$ cat config.mk
export PLATFORM = sky130hd
export DESIGN_NAME = exchange_sort_scores_core_flat
export DESIGN_NICKNAME = d
export VERILOG_FILES = /design/src/rtl/ess_pkg.sv /design/src/rtl/ess_if.sv /design/src/rtl/ess_seq.sv /design/src/rtl/exchange_sort_scores_core.sv /design/src/flat_wrapper.sv
export SDC_FILE = /design/constraint.sdc
export NUM_CORES = 1
export LEC_CHECK = 0
export BUFFER_PORTS_ARGS = -buffer_cell sky130_fd_sc_hd__buf_2
export CAP_MARGIN = 40
export CORE_MARGIN = 2
export CORE_UTILIZATION = 47
export DETAILED_ROUTE_END_ITERATION = 12
export PLACE_DENSITY_LB_ADDON = 0.08
export SLEW_MARGIN = 5
export SYNTH_ARGS = -nofsm -noshare
export SYNTH_HDL_FRONTEND = slang
export SYNTH_SLANG_ARGS = --single-unit
$ cat constraint.sdc
create_clock -name clk -period 8.12 [get_ports clk]
set_clock_uncertainty 0.2 [all_clocks]
set_input_delay 0 -clock clk [delete_from_list [all_inputs] [get_ports clk]]
set_output_delay 0 -clock clk [all_outputs]
set_load 0.05 [all_outputs]
$ cat src/rtl/ess_pkg.sv
`timescale 1ns / 1ps
`default_nettype none
// ----------------------------------------------------------------------------
// ess_pkg
// Shared widths, microcode format and control program of the score sorter.
// ----------------------------------------------------------------------------
package ess_pkg;

	localparam int SCORE_W       = 16;
	localparam int POS_W         = 4;
	localparam int ENTRIES_DEF   = 16;
	localparam int KEY_WIDTH_DEF = 16;

	typedef enum logic [2:0] {
		ST_LOAD  = 3'd0,
		ST_OUTER = 3'd1,
		ST_LDI   = 3'd2,
		ST_CMP   = 3'd3,
		ST_EMIT  = 3'd4,
		ST_DONE  = 3'd5
	} step_t;

	typedef enum logic [1:0] {
		W_NONE,
		W_IN,
		W_OUT
	} wait_t;

	typedef enum logic [2:0] {
		C_NONE,
		C_ALWAYS,
		C_NOT_LAST,
		C_J_END,
		C_J_MORE,
		C_I_MORE
	} cond_t;

	typedef enum logic [1:0] {
		RD_I,
		RD_J,
		RD_JN
	} rd_sel_t;

	typedef struct packed {
		wait_t   wait_on;
		cond_t   cond;
		step_t   target;
		logic    rdy;
		rd_sel_t rd_sel;
		logic    load_entry;
		logic    set_j;
		logic    ld_ri;
		logic    cmp_swap;
		logic    inc_j;
		logic    emit;
		logic    clear;
	} ucode_t;

	typedef struct packed {
		logic    rdy;
		rd_sel_t rd_sel;
		logic    load_entry;
		logic    set_j;
		logic    ld_ri;
		logic    cmp_swap;
		logic    inc_j;
		logic    emit;
		logic    clear;
	} ctrl_t;

	typedef struct packed {
		logic in_acc;
		logic last;
		logic out_free;
		logic j_end;
		logic j_more;
		logic i_more;
	} stat_t;

	function automatic ucode_t ucode(input step_t s);
		ucode_t u;
		u = '{wait_on: W_NONE, cond: C_NONE, target: ST_LOAD, rdy: 1'b0, rd_sel: RD_I,
			default: 1'b0};
		case (s)
			ST_LOAD: begin
				u.wait_on    = W_IN;
				u.rdy        = 1'b1;
				u.load_entry = 1'b1;
				u.cond       = C_NOT_LAST;
				u.target     = ST_LOAD;
			end
			ST_OUTER: begin
				u.rd_sel = RD_I;
				u.set_j  = 1'b1;
			end
			ST_LDI: begin
				u.ld_ri  = 1'b1;
				u.rd_sel = RD_J;
				u.cond   = C_J_END;
				u.target = ST_EMIT;
			end
			ST_CMP: begin
				u.cmp_swap = 1'b1;
				u.inc_j    = 1'b1;
				u.rd_sel   = RD_JN;
				u.cond     = C_J_MORE;
				u.target   = ST_CMP;
			end
			ST_EMIT: begin
				u.wait_on = W_OUT;
				u.emit    = 1'b1;
				u.cond    = C_I_MORE;
				u.target  = ST_OUTER;
			end
			ST_DONE: begin
				u.clear  = 1'b1;
				u.cond   = C_ALWAYS;
				u.target = ST_LOAD;
			end
			default: begin
				u.cond   = C_ALWAYS;
				u.target = ST_LOAD;
			end
		endcase
		return u;
	endfunction

endpackage
`default_nettype wire

$ cat src/rtl/ess_if.sv
`timescale 1ns / 1ps
`default_nettype none
// ----------------------------------------------------------------------------
// ess_if
// Valid/ready channels: record words in, sorted words out.
// ----------------------------------------------------------------------------
interface ess_rec_if import ess_pkg::*; ();
	logic               valid;
	logic               ready;
	logic [SCORE_W-1:0] score_in;
	logic               last_in;

	modport source (output valid, output score_in, output last_in, input ready);
	modport sink   (input valid, input score_in, input last_in, output ready);
endinterface

interface ess_res_if import ess_pkg::*; ();
	logic               valid;
	logic               ready;
	logic [SCORE_W-1:0] score_out;
	logic [POS_W-1:0]   orig_position;
	logic               last_out;

	modport source (output valid, output score_out, output orig_position, output last_out,
		input ready);
	modport sink   (input valid, input score_out, input orig_position, input last_out,
		output ready);
endinterface
`default_nettype wire

$ cat src/rtl/ess_seq.sv
`timescale 1ns / 1ps
`default_nettype none
// ----------------------------------------------------------------------------
// ess_seq
// Microcode sequencer: step counter, control ROM, wait and jump logic.
// ----------------------------------------------------------------------------
module ess_seq import ess_pkg::*; (
	input  wire   clk,
	input  wire   arst_n,
	input  stat_t stat,
	output ctrl_t ctrl
);

	step_t  step_q;
	step_t  step_nxt;
	ucode_t uw;
	logic   go;
	logic   taken;

	assign uw = ucode(step_q);

	always_comb begin
		case (uw.wait_on)
			W_NONE:  go = 1'b1;
			W_IN:    go = stat.in_acc;
			W_OUT:   go = stat.out_free;
			default: go = 1'b1;
		endcase
	end

	always_comb begin
		case (uw.cond)
			C_NONE:     taken = 1'b0;
			C_ALWAYS:   taken = 1'b1;
			C_NOT_LAST: taken = !stat.last;
			C_J_END:    taken = stat.j_end;
			C_J_MORE:   taken = stat.j_more;
			C_I_MORE:   taken = stat.i_more;
			default:    taken = 1'b1;
		endcase
	end

	// next step
	always_comb begin
		if (!go) begin
			step_nxt = step_q;
		end else if (taken) begin
			step_nxt = uw.target;
		end else begin
			step_nxt = step_t'(step_q + 3'd1);
		end
	end

	// control outputs, actions fire only once the step proceeds
	always_comb begin
		ctrl.rdy        = uw.rdy;
		ctrl.rd_sel     = uw.rd_sel;
		ctrl.load_entry = uw.load_entry && go;
		ctrl.set_j      = uw.set_j && go;
		ctrl.ld_ri      = uw.ld_ri && go;
		ctrl.cmp_swap   = uw.cmp_swap && go;
		ctrl.inc_j      = uw.inc_j && go;
		ctrl.emit       = uw.emit && go;
		ctrl.clear      = uw.clear && go;
	end

	always_ff @(posedge clk or negedge arst_n) begin
		if (!arst_n) begin
			step_q <= ST_LOAD;
		end else begin
			step_q <= step_nxt;
		end
	end

endmodule
`default_nettype wire

$ cat src/rtl/exchange_sort_scores_core.sv
`timescale 1ns / 1ps
`default_nettype none
// ----------------------------------------------------------------------------
// exchange_sort_scores_core
// Loads a set of scores, exchange-sorts them, emits them in ascending order.
// ----------------------------------------------------------------------------
// Records load one word per cycle into a simple dual-port store, each tagged
// with its load position; words past ENTRIES are dropped. The word flagged last
// starts the sort, and no record is taken until the whole set has been sent.
// The sort makes one compare per cycle, set by the one read and one write
// port of the entry store. Sorted word i leaves as soon as its outer pass
// ends; a stalled output holds the sequencer at that point.
// ----------------------------------------------------------------------------
module exchange_sort_scores_core import ess_pkg::*; #(
	parameter int ENTRIES   = ENTRIES_DEF,
	parameter int KEY_WIDTH = KEY_WIDTH_DEF
) (
	input  wire            clk,
	input  wire            arst_n,
	ess_rec_if.sink        records,
	ess_res_if.source      sorted
);

	localparam int AW = $clog2(ENTRIES);
	localparam int CW = $clog2(ENTRIES + 1);
	localparam int EW = KEY_WIDTH + AW;

	ctrl_t ctrl;
	stat_t stat;

	logic [CW-1:0] cnt_q;
	logic [CW-1:0] i_q;
	logic [CW-1:0] j_q;
	logic [CW-1:0] i_inc;
	logic [CW-1:0] j_inc;
	logic          room;

	logic [EW-1:0] mem [ENTRIES];
	logic [EW-1:0] rd_q;
	logic [EW-1:0] ri_q;
	logic [AW-1:0] rd_addr;
	logic [AW-1:0] wr_addr;
	logic [EW-1:0] wr_data;
	logic          wr_en;
	logic          swap;

	logic [KEY_WIDTH-1:0] key_in;
	logic [KEY_WIDTH-1:0] rd_key;
	logic [KEY_WIDTH-1:0] ri_key;

	logic               out_valid_q;
	logic [SCORE_W-1:0] out_score_q;
	logic [POS_W-1:0]   out_pos_q;
	logic               out_last_q;

	ess_seq u_seq (
		.clk    (clk),
		.arst_n (arst_n),
		.stat   (stat),
		.ctrl   (ctrl)
	);

	assign i_inc  = i_q + 1'b1;
	assign j_inc  = j_q + 1'b1;
	assign room   = cnt_q < CW'(ENTRIES);
	assign key_in = KEY_WIDTH'(records.score_in);
	assign rd_key = rd_q[EW-1:AW];
	assign ri_key = ri_q[EW-1:AW];
	assign swap   = rd_key < ri_key;

	assign records.ready = ctrl.rdy;

	always_comb begin
		stat.in_acc   = records.valid && ctrl.rdy;
		stat.last     = records.last_in;
		stat.out_free = !out_valid_q || sorted.ready;
		stat.j_end    = j_q >= cnt_q;
		stat.j_more   = j_inc < cnt_q;
		stat.i_more   = i_inc < cnt_q;
	end

	always_comb begin
		case (ctrl.rd_sel)
			RD_I:    rd_addr = i_q[AW-1:0];
			RD_J:    rd_addr = j_q[AW-1:0];
			RD_JN:   rd_addr = j_inc[AW-1:0];
			default: rd_addr = i_q[AW-1:0];
		endcase
	end

	// load writes at the fill point, compare writes the displaced entry back at j
	assign wr_en   = (ctrl.load_entry && room) || (ctrl.cmp_swap && swap);
	assign wr_addr = ctrl.load_entry ? cnt_q[AW-1:0] : j_q[AW-1:0];
	assign wr_data = ctrl.load_entry ? {key_in, cnt_q[AW-1:0]} : ri_q;

	always_ff @(posedge clk) begin
		if (wr_en) begin
			mem[wr_addr] <= wr_data;
		end
		rd_q <= mem[rd_addr];
	end

	// running minimum of slot i
	always_ff @(posedge clk) begin
		if (ctrl.ld_ri || (ctrl.cmp_swap && swap)) begin
			ri_q <= rd_q;
		end
		if (ctrl.emit) begin
			out_score_q <= SCORE_W'(ri_key);
			out_pos_q   <= POS_W'(ri_q[AW-1:0]);
			out_last_q  <= !stat.i_more;
		end
	end

	always_ff @(posedge clk or negedge arst_n) begin
		if (!arst_n) begin
			cnt_q       <= '0;
			i_q         <= '0;
			j_q         <= '0;
			out_valid_q <= 1'b0;
		end else begin
			if (ctrl.clear) begin
				cnt_q <= '0;
			end else if (ctrl.load_entry && room) begin
				cnt_q <= cnt_q + 1'b1;
			end

			if (ctrl.clear) begin
				i_q <= '0;
			end else if (ctrl.emit) begin
				i_q <= i_inc;
			end

			if (ctrl.clear) begin
				j_q <= '0;
			end else if (ctrl.set_j) begin
				j_q <= i_inc;
			end else if (ctrl.inc_j) begin
				j_q <= j_inc;
			end

			if (ctrl.emit) begin
				out_valid_q <= 1'b1;
			end else if (sorted.ready) begin
				out_valid_q <= 1'b0;
			end
		end
	end

	assign sorted.valid         = out_valid_q;
	assign sorted.score_out     = out_score_q;
	assign sorted.orig_position = out_pos_q;
	assign sorted.last_out      = out_last_q;

	a_cnt_range: assert property (@(posedge clk) disable iff (!arst_n)
		cnt_q <= CW'(ENTRIES))
		else $error("fill count beyond store depth");

	a_idle_walk: assert property (@(posedge clk) disable iff (!arst_n)
		ctrl.rdy |-> (i_q == '0 && j_q == '0))
		else $error("sort counters not cleared while loading");

	a_cmp_index: assert property (@(posedge clk) disable iff (!arst_n)
		ctrl.cmp_swap |-> (j_q < cnt_q))
		else $error("compare outside loaded entries");

	a_min_drops: assert property (@(posedge clk) disable iff (!arst_n)
		(ctrl.cmp_swap && swap) |=> (ri_key < $past(ri_key)))
		else $error("exchange did not lower slot key");

	a_emit_slot: assert property (@(posedge clk) disable iff (!arst_n)
		ctrl.emit |-> (i_q < cnt_q && (!out_valid_q || sorted.ready)))
		else $error("emit with no free output or bad slot");

endmodule
`default_nettype wire
$ cat src/flat_wrapper.sv
// flat-port wrapper written by rule: the top's interface ports become plain ports
module exchange_sort_scores_core_flat import ess_pkg::*;
#(
	parameter int ENTRIES   = ENTRIES_DEF,
	parameter int KEY_WIDTH = KEY_WIDTH_DEF
)
  (clk, arst_n, records_valid, records_score_in, records_last_in, records_ready, sorted_valid, sorted_score_out, sorted_orig_position, sorted_last_out, sorted_ready);
  ess_rec_if records_i ();
  ess_res_if sorted_i ();
  input  wire clk;
  input  wire arst_n;
  input wire logic [$bits(records_i.valid)-1:0] records_valid;
  input wire logic [$bits(records_i.score_in)-1:0] records_score_in;
  input wire logic [$bits(records_i.last_in)-1:0] records_last_in;
  output wire logic [$bits(records_i.ready)-1:0] records_ready;
  output wire logic [$bits(sorted_i.valid)-1:0] sorted_valid;
  output wire logic [$bits(sorted_i.score_out)-1:0] sorted_score_out;
  output wire logic [$bits(sorted_i.orig_position)-1:0] sorted_orig_position;
  output wire logic [$bits(sorted_i.last_out)-1:0] sorted_last_out;
  input wire logic [$bits(sorted_i.ready)-1:0] sorted_ready;
  assign records_i.valid = records_valid;
  assign records_i.score_in = records_score_in;
  assign records_i.last_in = records_last_in;
  assign records_ready = records_i.ready;
  assign sorted_valid = sorted_i.valid;
  assign sorted_score_out = sorted_i.score_out;
  assign sorted_orig_position = sorted_i.orig_position;
  assign sorted_last_out = sorted_i.last_out;
  assign sorted_i.ready = sorted_ready;
  exchange_sort_scores_core #(.ENTRIES(ENTRIES), .KEY_WIDTH(KEY_WIDTH)) u_core (.clk(clk), .arst_n(arst_n), .records(records_i), .sorted(sorted_i));
endmodule
# After elaboration in Yosys (flattened, before gate mapping)
# Memories as Yosys holds them, arrays and structs flattened. A register that Yosys moved wholly into a read port is not among the register bits.
# Cells that the tools add are included.
# Widths: inputs -> output; s select.
dict set report totals {
  register_bits 60
  ramBits 320
  input_bits 21
  out_inout_bits 23
  elab_cells 80
  mem_count 1
}
dict set report classes {
  n_addsub 4
  magnitude_cmp 5
  eq_ne 13
  muxes 26
  reduce_logical 22
}
# name words width rd rd_ports_with_merged_regs wr line_no
set memory_table {}
lappend memory_table {u_core.mem 16 20 1 1 1 exchange_sort_scores_core.sv:38} ;# logic [EW-1:0] mem [ENTRIES];
# operator count
set op_table {}
lappend op_table {{$mux 5} 7}
lappend op_table {{$pmux 6 s5} 1}
lappend op_table {{$mux 20} 1}
lappend op_table {{$lt 16x16->1} 1}
lappend op_table {{$add 5x1->5 const B} 3}
lappend op_table {{$eq 3x2->1 const B} 4}
lappend op_table {{$eq 3x3->1 const B} 4}
lappend op_table {{$logic_and 1x1->1} 10}
lappend op_table {{$lt 5x5->1} 2}
lappend op_table {{$mux 1} 9}
lappend op_table {{$pmux 2 s2} 2}
lappend op_table {{$pmux 4 s2} 1}
lappend op_table {{$logic_not 3->1} 2}
lappend op_table {{$reduce_bool 2->1} 3}
lappend op_table {{$ge 5x5->1} 1}
lappend op_table {{$lt 5x5->1 const B} 1}
lappend op_table {{$pmux 1 s5} 1}
lappend op_table {{$eq 2x1->1 const B} 2}
lappend op_table {{$eq 2x2->1 const B} 2}
lappend op_table {{$mux 4} 1}
lappend op_table {{$add 3x1->3 const B} 1}
lappend op_table {{$eq 3x1->1 const B} 1}
lappend op_table {{$logic_not 1->1} 3}
lappend op_table {{$logic_or 1x1->1} 3}
lappend op_table {{4 further kinds} 4}

# Logic depth before layout (Yosys ltp)
# Gate-level depths: netlist of run 1.
dict set report depth {
  ltp_word 9
  depth_mapped 13
  mapped_depth_nobuf 9
}

# Hierarchy
# A second synthesis of run 1 with hierarchy kept.
dict set report hier_totals {
  hier_cells 1612
  hier_area_um2 20225.6
}
# mod n_inst cells_each area_per_inst_um2 seq_area_each_um2
set modules_own_cells {}
lappend modules_own_cells {exchange_sort_scores_core 1 1555 19774.0 11641.2}
lappend modules_own_cells {ess_seq 1 57 451.7 75.1}

# Worst setup path before layout of run 1
# No wires, ideal clock.
dict set report synth_path {
  path_kind {register to register}
  start {register u_core.u_seq.step_q[1]}
  end {memory u_core.mem[13][0] (netlist name), enable pin}
  setup_ns 0.428
  arrival_time_ns 4.130
  t_required_ns 7.492
  path_slack_ns 3.361
  path_stages_with_launch 10
  n_path_buf 2
  period_less_slack_ns 4.759
  cell_sequence {dfrtp_1 > inv_1 > ha_1 > clkbuf_1 > nor2b_1 > nand2_1 > clkbuf_1 > o21ai_0 > inv_1 > a211oi_1}
}
dict set report synth_between {
  elab_chain_len 9
  word_cells_on_any_way 18
  classes_between {4 x eq/ne; 7 x mux; 7 x reduce/logical}
}
# item line_no
set synth_lines {}
lappend synth_lines {{from (decl)} ess_seq.sv:14} ;# step_t step_q;
lappend synth_lines {{from (signal assigned)} ess_seq.sv:71} ;# step_q <= step_nxt;
lappend synth_lines {{$logic_not 3->1 (*)} ess_pkg.sv:84} ;# case (s)
lappend synth_lines {{$mux 1 (*)} ess_pkg.sv:84}
lappend synth_lines {{net records_ready} flat_wrapper.sv:15} ;# output wire logic [$bits(records_i.ready)-1:0] records_ready;
lappend synth_lines {{$logic_and 1x1->1} exchange_sort_scores_core.sv:74} ;# stat.in_acc = records.valid && ctrl.rdy;
lappend synth_lines {{$pmux 1 s2} ess_seq.sv:23} ;# case (uw.wait_on)
lappend synth_lines {{$logic_and 1x1->1, on equally long branches} {ess_seq.sv:58, ess_seq.sv:61}}
lappend synth_lines {{$logic_and 1x1->1} exchange_sort_scores_core.sv:92} ;# assign wr_en = (ctrl.load_entry && room) || (ctrl.cmp_swap && swap);
lappend synth_lines {{$logic_or 1x1->1} exchange_sort_scores_core.sv:92}
lappend synth_lines {{$mux 1} exchange_sort_scores_core.sv:97} ;# if (wr_en) begin
lappend synth_lines {{$mux 1 (not written as such)} exchange_sort_scores_core.sv:98} ;# mem[wr_addr] <= wr_data;
lappend synth_lines {{to (decl)} exchange_sort_scores_core.sv:38}
# Mark *: on every way through the listed nets, which the timed path passes. The rest lies on a longest branch.

# Final worst setup path of run 1
dict set report layout_path {
  start {register u_core.u_seq.step_q[2]}
  end {register u_core.rd_q[2], read port of u_core.mem}
}
dict set report layout_between {
  elab_chain_len 4
  word_cells_on_any_way 6
  classes_between {4 x eq/ne; 2 x mux}
}
# item line_no
set layout_lines {}
lappend layout_lines {{$eq 3x2->1} ess_pkg.sv:84}
lappend layout_lines {{$pmux 2 s2 (*)} ess_pkg.sv:84}
lappend layout_lines {{$eq 2x2->1 / $eq 2x1->1 (equally long branches)} exchange_sort_scores_core.sv:83} ;# case (ctrl.rd_sel)
lappend layout_lines {{$pmux 4 s2 (*)} exchange_sort_scores_core.sv:83}
lappend layout_lines {{to (decl)} exchange_sort_scores_core.sv:39} ;# logic [EW-1:0] rd_q;
# Mark *: on every way between the ends. The rest lies on a longest branch, timed or not.
# A chain may end at the register's enable or synchronous reset.

==> summary.txt, run 1 <==
Yosys
  – Mapped cell area: 16810 um^2
  – Ys async rst share: 0.04750
  – Simple-Gate Fraction of Synth Area: 0.05754
  – Post-synth cell types: 63
  – Syn_nets: 1159
  – Multiplexer share of the synthesized area: 0.07660
  – Post-synthesis xor/xnor area fraction: 0.008858
  – Top-area cell type share of the netlist area: 0.6449
  – Cells after synthesis: 1101
  – Synth Area in Adders: 0.02754
  – #FFs+latches synth: 400
  – Synth top area cells: edfxtp_1 (64%), mux2i_1 (4.8%), dfrtp_1 (2.8%)
  – Cell taking the most area after synthesis: edfxtp_1
  – Post-synth EDFFs: 361
  – Compound-Gate Fraction of Synth Area: 0.1060
  – Seq/Total Area, Yosys: 0.6970
  – YS warnings: 0
  – Largest family of logic cells by synthesized area: compound AO/OA/AOI/OAI gates
  – Synth Flop Type: edfxtp_1
  – Syn_area_per_cell: 15.27 um^2

Timing
  – Clock period minus worst slack: 4.326 ns
  – Period utilization: 0.5327
  – Max Clock Freq: 0.2312 GHz
  – Hold slack final: 0.08435 ns
  – Unrepaired setup endpoints after global routing: false
  – Final-report hold violation count: 0
  – Slew HR: 0.4374
  – Actual slew at the worst max-slew pin: 0.8409 ns
  – TNS Setup: 0 ns
  – Slew Limit Fails: 0
  – Setup violators final: 0

GRT
  – Initial antenna violation count: 1
  – First-pass GRT wire length: 61440 um
  – Total congestion overflow: 0
  – Pin count of the biggest net entering global routing: 63
  – Vias in the first global route: 9523
  – Total track usage: 0.2252

Setup path
  – Slowest-stage cell, CP: buf_4
  – Crit-path max FO: 42
  – Worst EP arrival: 4.54 ns
  – Crit-path cells: inv_1 > ha_1 > nor2b_4 > a221oi_4 > buf_4 > or2_2 > buf_4 > mux2_2 > o211a_1 > or4_1
  – CP startpoint kind: register
  – Buf+Inv Stages, Crit Path: 3
  – Top delay family on crit path: buffers and inverters
  – Crit Path Category: reg -> reg
  – Most Frequent Cell on Critical Path: buf_4
  – Critical path's largest stage delay: 0.57 ns
  – Worst EP required: 8.33 ns
  – CP endpoint kind: register

Clock tree
  – Clock transition at path regs: 0.06 ns
  – CTS Sinks: 400
  – # resized after CTS: 0
  – CTS tree: yes
  – CTS HTree Levels: 2
  – CTS Buffer Depth: 3
  – Clock Tree Root: clkbuf_16
  – CTS Buf Count: 43
  – Worst-Skew Late Latency: 0.55 ns

Layout
  – Non-filler instance count after layout: 1679
  – Layout cells sized above 1: 0.1765
  – NumNets Final: 1241
  – Area grow syn2layout: 15.78%
  – ANT cells: 0

Run
  – Maxcap violations: 0

Floorplanning
  – Die height: 193.1 um
  – Die Wd: 193.1 um
  – Core Area: 35400 um^2
  – Total die area: 37290 um^2
  – Starting Density: 0.4749
  – Num ports: 44
  – Site Rows: 69

Power and ir drop
  – Switching Share: 0.3402
  – NetSw: 2.444 mW
  – Leakage: 6.922 nW
  – Logic pwr share: 0.316
  – Pwr Total: 7.184 mW
  – Clock power share: 0.275
  – Power density cells: 369.1 nW/um^2
  – Sequential share of power: 0.409
  – Worst vdd ir: 0.2955 mV
  – Internal Dissipation: 4.740 mW

Detailed routing
  – Drt via density: 5.714
  – Drt first-iter violations: 643
  – # DRC: 0
  – Routed Antenna Nets: 0
  – Routed length per placed instance: 24.34 um
  – Drt pass-1 iters: 7
  – Post-Route WL: 40870 um
  – DR vias: 9594

Place
  – DP Cell Count: 1578
  – # port buffers: 43
  – DP HPWL: 24410 um
  – GPL Wtd Cong: 0.7927

Hold path
  – Worst min path class: in -> reg

Run status
  – Status: finished, final reports clean
-- per-layer routing --
layer / global-route usage / wire length, um
met1: 0.3261 / 19020
met2: 0.3538 / 18730
met3: 0.03294 / 2112
met4: 0.06789 / 1000
met5: 0 / 0
-- stage by stage --
stage	setup WS (ns)	instance area (um^2)	util
global placement	3.852	17650	0.4988
finish	3.794	19460	0.5498
floorplan	3.361	16810	-
CTS	3.778	19450	0.5494
detailed placement	3.804	17800	0.5029
global route	3.595	19460	0.5498
-- worst min-delay path: stages --
cell and delay [ns]:
buf_2 0.10, nor2b_1 0.11, o21a_1 0.13, a32oi_1 0.13, o21a_1 0.19, nor2_1 0.08, a31oi_1 0.05
-- final cells by class --
| type | instances | area (um^2) |
|---|---|---|
| clock buffer | 58 | 1225 |
| clock inverter | 22 | 219.0 |
| fill | 2864 | 15940 |
| inverter | 28 | 105.1 |
| multi-input combinational | 605 | 4786 |
| sequential | 400 | 11720 |
| tap | 461 | 576.8 |
| timing repair buffer | 105 | 833.3 |
-- state kept, by name, summed over array words and instances (netlist names) --
register and flops:
u_core.sorted.orig_position 4, u_core.sorted.last_out 1, u_core.rd_q 20, u_core.i_q 5, u_core.ri_q 20, u_core.cnt_q 5, u_core.mem 320, u_core.sorted.score_out 16
u_core.j_q 5, u_core.sorted.valid 1, u_core.u_seq.step_q 3
-- cells by family after synthesis --
kind of cell | Yosys count
multiplexers | 118
buffers and inverters | 96
XOR/XNOR | 17
AND/OR/NAND/NOR | 196
AO/OA/AOI/OAI | 237
adder cells (fa/ha/maj) | 37
flip-flops | 400
-- power by group through the flow --
stage | Clock [mW] | Combinational, mW | Sequential, mW
3_5_place_dp | 0 | 2.26 | 2.98
5_1_grt | 2.09 | 2.49 | 2.97
6_report | 1.98 | 2.27 | 2.94
3_3_place_gp | 0 | 2.22 | 2.98
2_1_floorplan | 0 | 1.58 | 2.91
4_1_cts | 2.01 | 2.28 | 2.94
-- timing repair --
action / in CTS / in global routing
endpoints found under the hold margin: 294 / 0
setup buffers: 0 / 0
endpoints found under the setup margin: 0 / 0
hold buffers: 20 / 0
-- cells in the mapped netlist, types with 3 or more instances --
| cell | count |
|---|---|
| edfxtp_1 | 361 |
| nand3_1 | 14 |
| clkbuf_1 | 40 |
| a21oi_1 | 25 |
| mux2_4 | 16 |
| nor3_1 | 5 |
| xor2_1 | 4 |
| or4_1 | 21 |
| dfrtp_1 | 19 |
| mux2_2 | 21 |
| nand3b_1 | 3 |
| ha_1 | 37 |
| nand2_1 | 88 |
| or3_1 | 3 |
| xnor2_1 | 13 |
| a311oi_1 | 21 |
| a211oi_1 | 24 |
| o211a_1 | 20 |
| buf_4 | 10 |
| buf_6 | 4 |
| o21ai_0 | 11 |
| dfxtp_1 | 20 |
| o31ai_1 | 8 |
| a31oi_1 | 3 |
| nand2b_1 | 7 |
| a21o_1 | 6 |
| a211o_1 | 20 |
| mux2i_1 | 81 |
| inv_1 | 28 |
| o21a_1 | 43 |
| buf_2 | 13 |
| nor2b_1 | 9 |
| nor2_1 | 29 |
| o22ai_1 | 40 |
-- placed cells by master, fill, tap and decap left out, types with 21 or more instances in the layout --
master | Yosys | final
ha_1 | 37 | 37
a311oi_1 | 21 | 21
edfxtp_1 | 361 | 361
clkbuf_16 | 0 | 45
nor2_1 | 29 | 27
mux2_2 | 21 | 21
buf_2 | 13 | 43
inv_1 | 28 | 28
o21a_1 | 43 | 43
nand2_1 | 88 | 87
o22ai_1 | 40 | 40
a211oi_1 | 24 | 23
or4_1 | 21 | 21
mux2i_1 | 81 | 81
buf_4 | 10 | 34
-- final timing paths --
| kind | startpoint | endpoint | slack (ns) | depth (start not counted) |
|---|---|---|---|---|
| max | u_core.u_seq.step_q[2]$_DFFE_PN0N_ | u_core.rd_q[2]$_DFF_P_ | 3.79 | 10 |
| min reg2reg | u_core.rd_q[7]$_DFF_P_ | u_core.ri_q[7]$_DFFE_PP_ | 0.25 | 0 |
| min in group asynchronous | arst_n | u_core.j_q[3]$_DFFE_PN0P_ | 0.19 | 3 |
| min | records_last_in | u_core.u_seq.step_q[0]$_DFFE_PN0N_ | 0.08 | 7 |
| max in group asynchronous | arst_n | u_core.i_q[1]$_DFFE_PN0P_ | 7.13 | 4 |
| max reg2reg | u_core.u_seq.step_q[2]$_DFFE_PN0N_ | u_core.rd_q[2]$_DFF_P_ | 3.79 | 10 |
Note: power is estimated with default switching activity, not from simulation.
==> run 2, diff against run 1 <==
ABC_AREA = 1   (was default)
clock period = 4.2 ns   (was 8.12 ns; I/O delays follow)
==> run 2 against run 1 <==
- power grew 140%
- area after synthesis grew 7.6%
- cell area grew 7.1%
- worst setup slack lost 3.1 ns
- synthesized cell count grew 57%
- die area grew 7.5%
- clock power grew 95%
- final cell count grew 41%
- combinational power grew to 3.4 times the previous value
- first-iteration DRC count grew 83%
- critical path depth grew 2
- count of clock-buffer cells in the layout grew 7
- critical endpoint is now u_core.mem[14][10]$_DFFE_PP_
==> summary.txt, run 2 <==
Run status
  – Status: finished, final reports clean

Floorplanning
  – Starting Density: 0.4792 (+0.004337)
  – Num ports: 44 (unchanged)
  – Die Wd: 200.2 um (+3.7%)
  – Die height: 200.2 um (+3.7%)
  – Total die area: 40080 um^2 (+7.5%)
  – Core Area: 37760 um^2 (+6.7%)
  – Site Rows: 71 (+2.9%)

Place
  – DP Area: 19170 um^2 (+7.7%)
  – GPL Wtd Cong: 0.8834 (+11%)
  – DP HPWL: 28060 um (+15%)
  – # port buffers: 43 (unchanged)

Hold path
  – Worst min path class: in -> reg

Timing
  – Clock period minus worst slack: 3.472 ns (-0.8533 ns)
  – Hold slack final: 0.01940 ns (-0.06495 ns)
  – TNS Setup: 0 ns (unchanged)
  – Slew HR: 0.4819 (+0.04451)
  – Period utilization: 0.8267 (+0.2940)
  – Actual slew at the worst max-slew pin: 0.7771 ns (-0.06378 ns)
  – Slew Limit Fails: 0 (unchanged)
  – Unrepaired setup endpoints after global routing: false
  – Final-report hold violation count: 0 (unchanged)
  – Setup violators final: 0 (unchanged)
  – Max Clock Freq: 0.2880 GHz (+25%)

Layout
  – Top Registers: u_core.mem (320), u_core.rd_q (20), u_core.ri_q (20)
  – Filler cells: 3251 (+14%)
  – Max reg flops: 320 (unchanged)
  – Area grow syn2layout: 15.23%
  – Layout cells sized above 1: 0.1179 (-0.05862)
  – NumNets Final: 1872 (+51%)
  – ANT cells: 0 (unchanged)
  – Final instance area: 20850 um^2 (+7.1%)
  – Commonest non-fill, non-tap cell in the layout: nand3_1
  – Most frequent cells in the layout: nand3_1 (402), edfxtp_1 (361), inv_1 (320)
  – Largest reg by FF count: u_core.mem

GRT
  – Pin count of the biggest net entering global routing: 141 (+120%)
  – Initial antenna violation count: 1 (unchanged)
  – First-pass GRT wire length: 74600 um (+21%)
  – Total track usage: 0.2450 (+0.01977)
  – Total congestion overflow: 0 (unchanged)
  – Vias in the first global route: 12355 (+30%)

Clock tree
  – CTS Buffer Depth: 3 (unchanged)
  – Clock transition at path regs: 0.06 ns (about the same)
  – CTS Buf Count: 44 (+2.3%)
  – CTS HTree Levels: 2 (unchanged)
  – CTS Sinks: 400 (unchanged)
  – CTS tree: yes
  – Clock Tree Root: clkbuf_16
  – Worst-Skew Late Latency: 0.58 ns (+0.03 ns)

Detailed routing
  – Drt via density: 5.327 (-6.8%)
  – Drt first-iter violations: 1178 (+83%)
  – DR vias: 12571 (+31%)
  – Routed Antenna Nets: 0 (unchanged)
  – # DRC: 0 (unchanged)
  – Drt pass-1 iters: 6 (-1)
  – Routed length per placed instance: 20.58 um (-15%)
  – Post-Route WL: 48560 um (+19%)

Setup path
  – Crit-path max FO: 11 (-74%)
  – Crit Path Category: reg -> reg
  – Critical path's largest stage delay: 0.48 ns (-0.09 ns)
  – Worst EP arrival: 3.56 ns (-0.98 ns)
  – CP startpoint kind: register
  – Most Frequent Cell on Critical Path: inv_1
  – Crit-path cells: inv_1 > ha_1 > inv_1 > nor2_2 > nand2_1 > clkinv_1 > o21ai_0 > nand2_1 > inv_1 > nand2_2 > nor2_2 > buf_4
  – Slowest-stage cell, CP: nor2_2
  – Worst EP required: 4.29 ns (-4.04 ns)
  – CP endpoint kind: register

Power and ir drop
  – Power density cells: 830.7 nW/um^2 (+130%)
  – Leakage: 8.819 nW (+27%)
  – Worst vdd ir: 0.8317 mV (+180%)
  – Pwr Total: 17.32 mW (+140%)

Yosys
  – Synth Flop Type: edfxtp_1
  – Syn_area_per_cell: 10.48 um^2 (-31%)
  – Top cells by count, synth: nand3_1 (402), edfxtp_1 (361), inv_1 (320)
  – Post-synth cell types: 36 (-43%)
  – Synth top area cells: edfxtp_1 (60%), nand3_1 (11%), inv_1 (6.6%)
  – Top-count cell post-synth: nand3_1
  – Top-area cell type share of the netlist area: 0.5992 (-0.04576)
  – Cell taking the most area after synthesis: edfxtp_1
  – Seq/Total Area, Yosys: 0.6476 (-0.04946)
  – #FFs+latches synth: 400 (unchanged)
  – Mapped cell area: 18090 um^2 (+7.6%)
  – Syn_nets: 1785 (+54%)
  – Ys async rst share: 0.04750 (unchanged)
  – Post-synth EDFFs: 361 (unchanged)
  – Cells after synthesis: 1727 (+57%)
  – YS warnings: 0 (unchanged)

Run
  – Maxcap violations: 0 (unchanged)
==> run 2: changes by cell type after synthesis, moves of 22 or more <==
cell	delta
a211oi_1	-22
o21a_1	-40
o21ai_0	+28
mux2i_1	-81
o22ai_1	-36
buf_2	+38
nand3b_1	+59
inv_1	+292
nand2_1	+182
nand3_1	+388
==> run 2: repair_timing <==
action | 4_1_cts | 5_1_grt
resized for setup | 0 | 0
buffers inserted | 0 | 0
hold endpoints to repair | 282 | 0
hold buffers | 21 | 0
==> run 2: logic make-up (layout without fill, tap and decap cells) <==
| group | after synthesis | after routing | synth area share |
|---|---|---|---|
| AOI/OAI and AO/OA | 71 | 71 | 0.02116 |
| xor gates and xnor gates | 6 | 6 | 0.002905 |
| adders and majority gates | 37 | 37 | 0.02559 |
| buffers and inverters | 414 | 536 | 0.09039 |
| DFF | 400 | 400 | 0.6476 |
| and+or+nand+nor | 799 | 799 | 0.2124 |
==> run 2: power by group <==
part / switching (mW) / leakage, nW / internal, mW
sequential: 0.302 / 3.67 / 5.46
combinational: 5.52 / 4.43 / 2.18
clock: 1.58 / 0.712 / 2.28
total: 7.40 / 8.82 / 9.92
==> run 2: critical path, delay by kind of cell (launching register included) <==
kind                     cells  cell delay, ns
AO/OA/AOI/OAI                1            0.38
flip-flops                   1            0.38
AND/OR/NAND/NOR              5            1.11
adder cells (fa/ha/maj)      1            0.27
buffers and inverters        5            0.85
==> run 2: worst paths after layout <==
check,startpoint,endpoint,slack (ns),cells past startpoint
setup / recovery,u_core.u_seq.step_q[0]$_DFFE_PN0N_,u_core.mem[14][10]$_DFFE_PP_,0.73,12
hold / removal,sorted_ready,u_core.sorted.valid$_DFFE_PN0P_,0.02,3
setup reg to reg,u_core.u_seq.step_q[0]$_DFFE_PN0N_,u_core.mem[14][10]$_DFFE_PP_,0.73,12
hold reg to reg,u_core.rd_q[0]$_DFF_P_,u_core.ri_q[0]$_DFFE_PP_,0.20,0
max in group asynchronous,arst_n,u_core.j_q[4]$_DFFE_PN0P_,3.20,4
min in group asynchronous,arst_n,u_core.sorted.valid$_DFFE_PN0P_,0.19,3
==> run 2: through the flow <==
step | util | cells | worst slack (ns)
global placement | 0.5070 | 2256 | 0.8227
detailed placement | 0.5077 | 2257 | 0.7398
global route | 0.5522 | 2360 | 0.4656
floorplan | - | 1727 | 0.2942
CTS | 0.5518 | 2359 | 0.7539
finish | 0.5522 | 2360 | 0.7278
==> run 2: layout make-up <==
class / instances / area, um^2 / share of cell area
tap: 511 / 639.4 / 0.03067
inverter: 329 / 1237 / 0.05935
multi-input combinational: 913 / 4821 / 0.2312
timing repair buffer: 126 / 980.9 / 0.04705
clock buffer: 65 / 1303 / 0.06247
clock inverter: 16 / 151.4 / 0.007262
sequential: 400 / 11720 / 0.5620
==> run 2: routing by layer <==
layer	up-vias	track usage	part of all wire	routed length, um
met1	6056	0.3450	0.44	21490
li1	5961	-	-	-
met4	0	0.07143	0.023	1095
met3	88	0.05093	0.078	3787
met2	466	0.3849	0.46	22190
met5	-	0	0	0
